### src/hw/rtl/assert_macros.svh
// ----------------------------------------------------------------------------
// Assertion macros
// Clocked assertion helpers used by the generator RTL.
// ----------------------------------------------------------------------------
`ifndef ASSERT_MACROS_SVH
`define ASSERT_MACROS_SVH

// Check a property on every rising clk edge outside reset.
`define SGC_ASSERT(lbl, prop, msg) \
    lbl: assert property (@(posedge clk) disable iff (!rst_n) prop) else $error(msg);

// Check that an implication holds in the cycle after the condition.
`define SGC_ASSERT_NEXT(lbl, cond, prop, msg) \
    lbl: assert property (@(posedge clk) disable iff (!rst_n) cond |=> prop) else $error(msg);

`endif

### src/hw/rtl/sgc_pkg.sv
// ----------------------------------------------------------------------------
// Sobol generator package
// Shared constants, item codes, sequencer states and bit search helpers.
// ----------------------------------------------------------------------------
package sgc_pkg;

    localparam int MAX_DIMS_DEF = 16;
    localparam int BITS_DEF     = 32;

    localparam logic [1:0] KIND_POLY   = 2'd0;
    localparam logic [1:0] KIND_INIT   = 2'd1;
    localparam logic [1:0] KIND_EXPAND = 2'd2;
    localparam logic [1:0] KIND_NEXT   = 2'd3;

    typedef enum logic [1:0] {
        ST_IDLE,
        ST_RUN,
        ST_EXP_RD,
        ST_EXP_AC
    } sgc_state_t;

    // Degree of a polynomial: position of its top set bit above bit zero.
    function automatic logic [4:0] poly_degree(input logic [31:0] p);
        logic [4:0] d;
        d = 5'd0;
        for (int i = 1; i < 32; i++)
        begin
            if (p[i])
                d = 5'(i);
        end
        return d;
    endfunction

    // Position of the lowest zero bit, 32 when all bits are set.
    function automatic logic [5:0] lowest_zero(input logic [31:0] c);
        logic [5:0] l;
        l = 6'd32;
        for (int i = 31; i >= 0; i--)
        begin
            if (!c[i])
                l = 6'(i);
        end
        return l;
    endfunction

endpackage

### src/hw/rtl/sgc_cell.sv
// ----------------------------------------------------------------------------
// Sobol coordinate cell
// Holds one coordinate; on shift it takes its neighbor's value XOR a mix word.
// ----------------------------------------------------------------------------
module sgc_cell #(
    parameter int W = sgc_pkg::BITS_DEF
) (
    input  logic         clk,
    input  logic         rst_n,
    input  logic         shift,
    input  logic [W-1:0] din,
    input  logic [W-1:0] mix,
    output logic [W-1:0] q
);

    logic [W-1:0] val_reg;
    logic [W-1:0] val_next;

    always_comb
    begin
        val_next = val_reg;
        if (shift)
            val_next = din ^ mix;
    end

    always_ff @(posedge clk or negedge rst_n)
    begin
        if (!rst_n)
            val_reg <= '0;
        else
            val_reg <= val_next;
    end

    assign q = val_reg;

endmodule

### config.mk
export PLATFORM = sky130hd
export DESIGN_NAME = sgc_cell
export DESIGN_NICKNAME = d
export VERILOG_FILES = /design/src/hw/rtl/assert_macros.svh /design/src/hw/rtl/sgc_pkg.sv /design/src/hw/rtl/sgc_cell.sv
export SDC_FILE = /design/constraint.sdc
export NUM_CORES = 1
export LEC_CHECK = 0
export ABC_AREA = 1
export BUFFER_PORTS_ARGS = -buffer_cell sky130_fd_sc_hd__buf_4
export CAP_MARGIN = 20
export CORE_ASPECT_RATIO = 1.4
export CORE_MARGIN = 4
export CORE_UTILIZATION = 48
export CTS_CLUSTER_SIZE = 25
export DETAILED_ROUTE_END_ITERATION = 16
export PLACE_DENSITY = 0.85
export SLEW_MARGIN = 15
export SYNTH_ARGS = -nofsm -noshare
export SYNTH_HDL_FRONTEND = slang
export SYNTH_SLANG_ARGS = --single-unit
### constraint.sdc
create_clock -name clk -period 1.45 [get_ports clk]
set_input_delay 0.0725 -clock clk [delete_from_list [all_inputs] [get_ports clk]]
set_output_delay 0.0725 -clock clk [all_outputs]
set_load 0.01 [all_outputs]
==> results.py <==
metrics = {
    "timing": {
        "fin_tns_setup_ns": 0,
        "fmax_mhz": 1110,
        "layout_setup_ws_ns": 0.549,
        "tightest_slew_ns": 0.399,
        "min_period_over_period": 0.622,
        "skew_ns": 0,
        "finalHoldViolCount": 0,
        "slew_viol_final": 0,
        "grt_setup_unrepaired": "false",
        "relSlewSlack": 0.734,
        "period_needed_ns": 0.901,
        "finalSetupViolations": 0,
    },
    "logic_synthesis": {
        "synth_compound_area_frac": 0,
        "synth_fa_ha_area_frac": 0,
        "synth_top_family_by_area": "simple AND/OR/NAND/NOR gates",
        "ys_ff_latch": 32,
        "synth_xor_area_frac": 0,
        "synthMuxAreaShare": 0,
        "syn-cell-area_mm2": 0.00182,
        "yosysUniqueCellTypes": 9,
        "avgSynthCellArea_um2": 6.88,
        "synth-simple-area-share": 0.371,
        "syn-instance-count": 264,
        "syn-num-nets": 331,
        "ys_seq_area_frac": 0.441,
        "yosysWarnings": 0,
    },
    "placed_design": {
        "dp_slack_ns": 0.578,
        "hpwl_um": 3330,
        "place_inst": 397,
        "gp_congestion": 0.711,
        "io_buffer_count": 98,
    },
    "die": {
        "core.rowCount": 26,
        "initial_core_util": 0.499,
        "ioPinCount": 99,
        "core_mm2": 0.00364,
        "die_w_um": 60.0,
        "fp.dieArea_mm2": 0.00485,
        "fp.dieH_um": 80.8,
    },
    "run": {
        "max_cap_viol_count": 0,
    },
    "global_routing": {
        "grtUsageTotal": 0.182,
        "antenna_found_initial": 0,
        "grt_overflow": 0,
        "grt_max_degree": 34,
        "grt_first_pass_wirelength_um": 6620,
        "grt_pass1_vias": 1630,
    },
    "route": {
        "wl_per_cell_um": 10.4,
        "drt-initial-drc-count": 58,
        "via_count": 1794,
        "drc": 0,
        "totalWireLength_um": 4210,
        "via_per_inst": 4.42,
        "dr.pass1.iters": 4,
        "antenna_left": 0,
    },
    "clock_tree": {
        "cts_setup_buffers": 0,
        "cts_tree": "built",
        "clk_latency_ns": 0.28,
        "cts_resized": 0,
        "cts_max_level": 2,
        "cts.reportedPaths.clkPinSlew_ns": 0.06,
        "clockRootBuffer": "clkbuf_8",
        "cts-buffers-inserted": 5,
        "cts_num_sinks": 32,
        "cts_hold_buf": 1,
        "cts_buffer_depth": 2,
    },
    "worst_setup_path": {
        "end_kind": "output pin",
        "critPathKind": "reg -> out",
        "cp_top_family": "flip-flops",
        "critPathArrivalTime_ns": 0.83,
        "critical_path.max_fanout": 2,
        "crit_start": "q[25]$_DFFE_PN0P_",
        "cp_slowest_cell": "dfrtp_1",
        "cp.required_ns": 1.38,
        "worstPathCellList": "buf_4",
        "start_kind": "flip-flop",
        "crit_buf_inv": 1,
        "worst_path_largest_cell_delay_ns": 0.39,
        "r2r_start": "q[25]$_DFFE_PN0P_",
    },
    "power": {
        "p_int_w": 0.00169,
        "p_leak_nw": 1.67,
        "p_clk_frac": 0.295,
        "swShare": 0.274,
        "power_frac_comb": 0.254,
        "pwr-share-seq": 0.451,
        "ir_drop_mv": 0.758,
        "switchingPower_w": 0.000638,
        "power_density_mw_per_mm2": 890,
        "total_power_w": 0.00233,
    },
    "finish": {
        "final_core_util": 0.717,
        "drive_above_1_share": 0.324,
        "final_common_cell": "nand2_1",
        "final_cell_mix": "115 x nand2_1, 98 x buf_4, 64 x inv_1",
        "num-fill-cells": 325,
        "nets": 430,
        "instances_no_fill": 406,
        "largest_reg_flops": 32,
        "syn2layout_area_growth_pct": 43.9,
        "num_antenna_cells": 0,
    },
    "min_path": {
        "worstHoldStart": "mix[15]",
        "hp-class": "in -> reg",
    },
    "status": {
        "outcome": "finished clean",
    },
}
## cells by family (layout without fill, tap and decap cells)
logic type | Yosys count | after routing
buffers and inverters | 72 | 172
and+or+nand+nor | 160 | 160
DFF | 32 | 32
## synth_stat cells
library cell  number  area [um^2]
inv_8              1         11.3
nand2_2           13         81.3
buf_6              5         56.3
dfrtp_1           32          801
nand2_1          115          432
buf_12             1         20.0
buf_8              1         15.0
inv_1             64          240
nand3_1           32          160
## layout make-up
cell class / count / area [um^2] / area share
Sequential cell: 32 / 801 / 0.306
Timing Repair Buffer: 99 / 746 / 0.285
Multi-Input combinational cell: 160 / 673 / 0.258
Inverter: 65 / 251 / 0.0962
Clock buffer: 8 / 90.1 / 0.0345
Tap cell: 42 / 52.6 / 0.0201
## power groups by stage
stage | Clock (W) | Combinational, W | Sequential, W
2_1_floorplan | 0 | 0.000213 | 0.00110
3_3_place_gp | 0 | 0.000583 | 0.00106
3_5_place_dp | 0 | 0.000600 | 0.00106
4_1_cts | 0.000700 | 0.000602 | 0.00105
5_1_grt | 0.000750 | 0.000657 | 0.00106
6_report | 0.000685 | 0.000592 | 0.00105
## path summary, 6_finish.rpt
path	cells past startpoint	to	slack, ns
max	1	q[25]	0.55
max in group asynchronous	2	q[15]$_DFFE_PN0P_	0.89
min in group asynchronous	2	q[27]$_DFFE_PN0P_	0.27
min reg2reg	2	q[28]$_DFFE_PN0P_	0.48
max reg2reg	2	q[25]$_DFFE_PN0P_	0.81
min	4	q[15]$_DFFE_PN0P_	0.05
## metal layers
metal / vias up / wire length (um) / track usage
met5: - / 0 / 0
met4: 0 / 20 / 0.0621
li1: 953 / - / -
met1: 790 / 1520 / 0.193
met2: 49 / 2380 / 0.323
met3: 2 / 291 / 0.0684
## per-stage QoR
stage	hold WS (ns)	area, um^2
after floorplan	-0.223	1820
after global placement	0.0260	2510
after detailed placement	0.0286	2510
after CTS	0.0507	2610
after global routing	0.0586	2610
final	0.0518	2610
(Power assumes the default switching activity.)
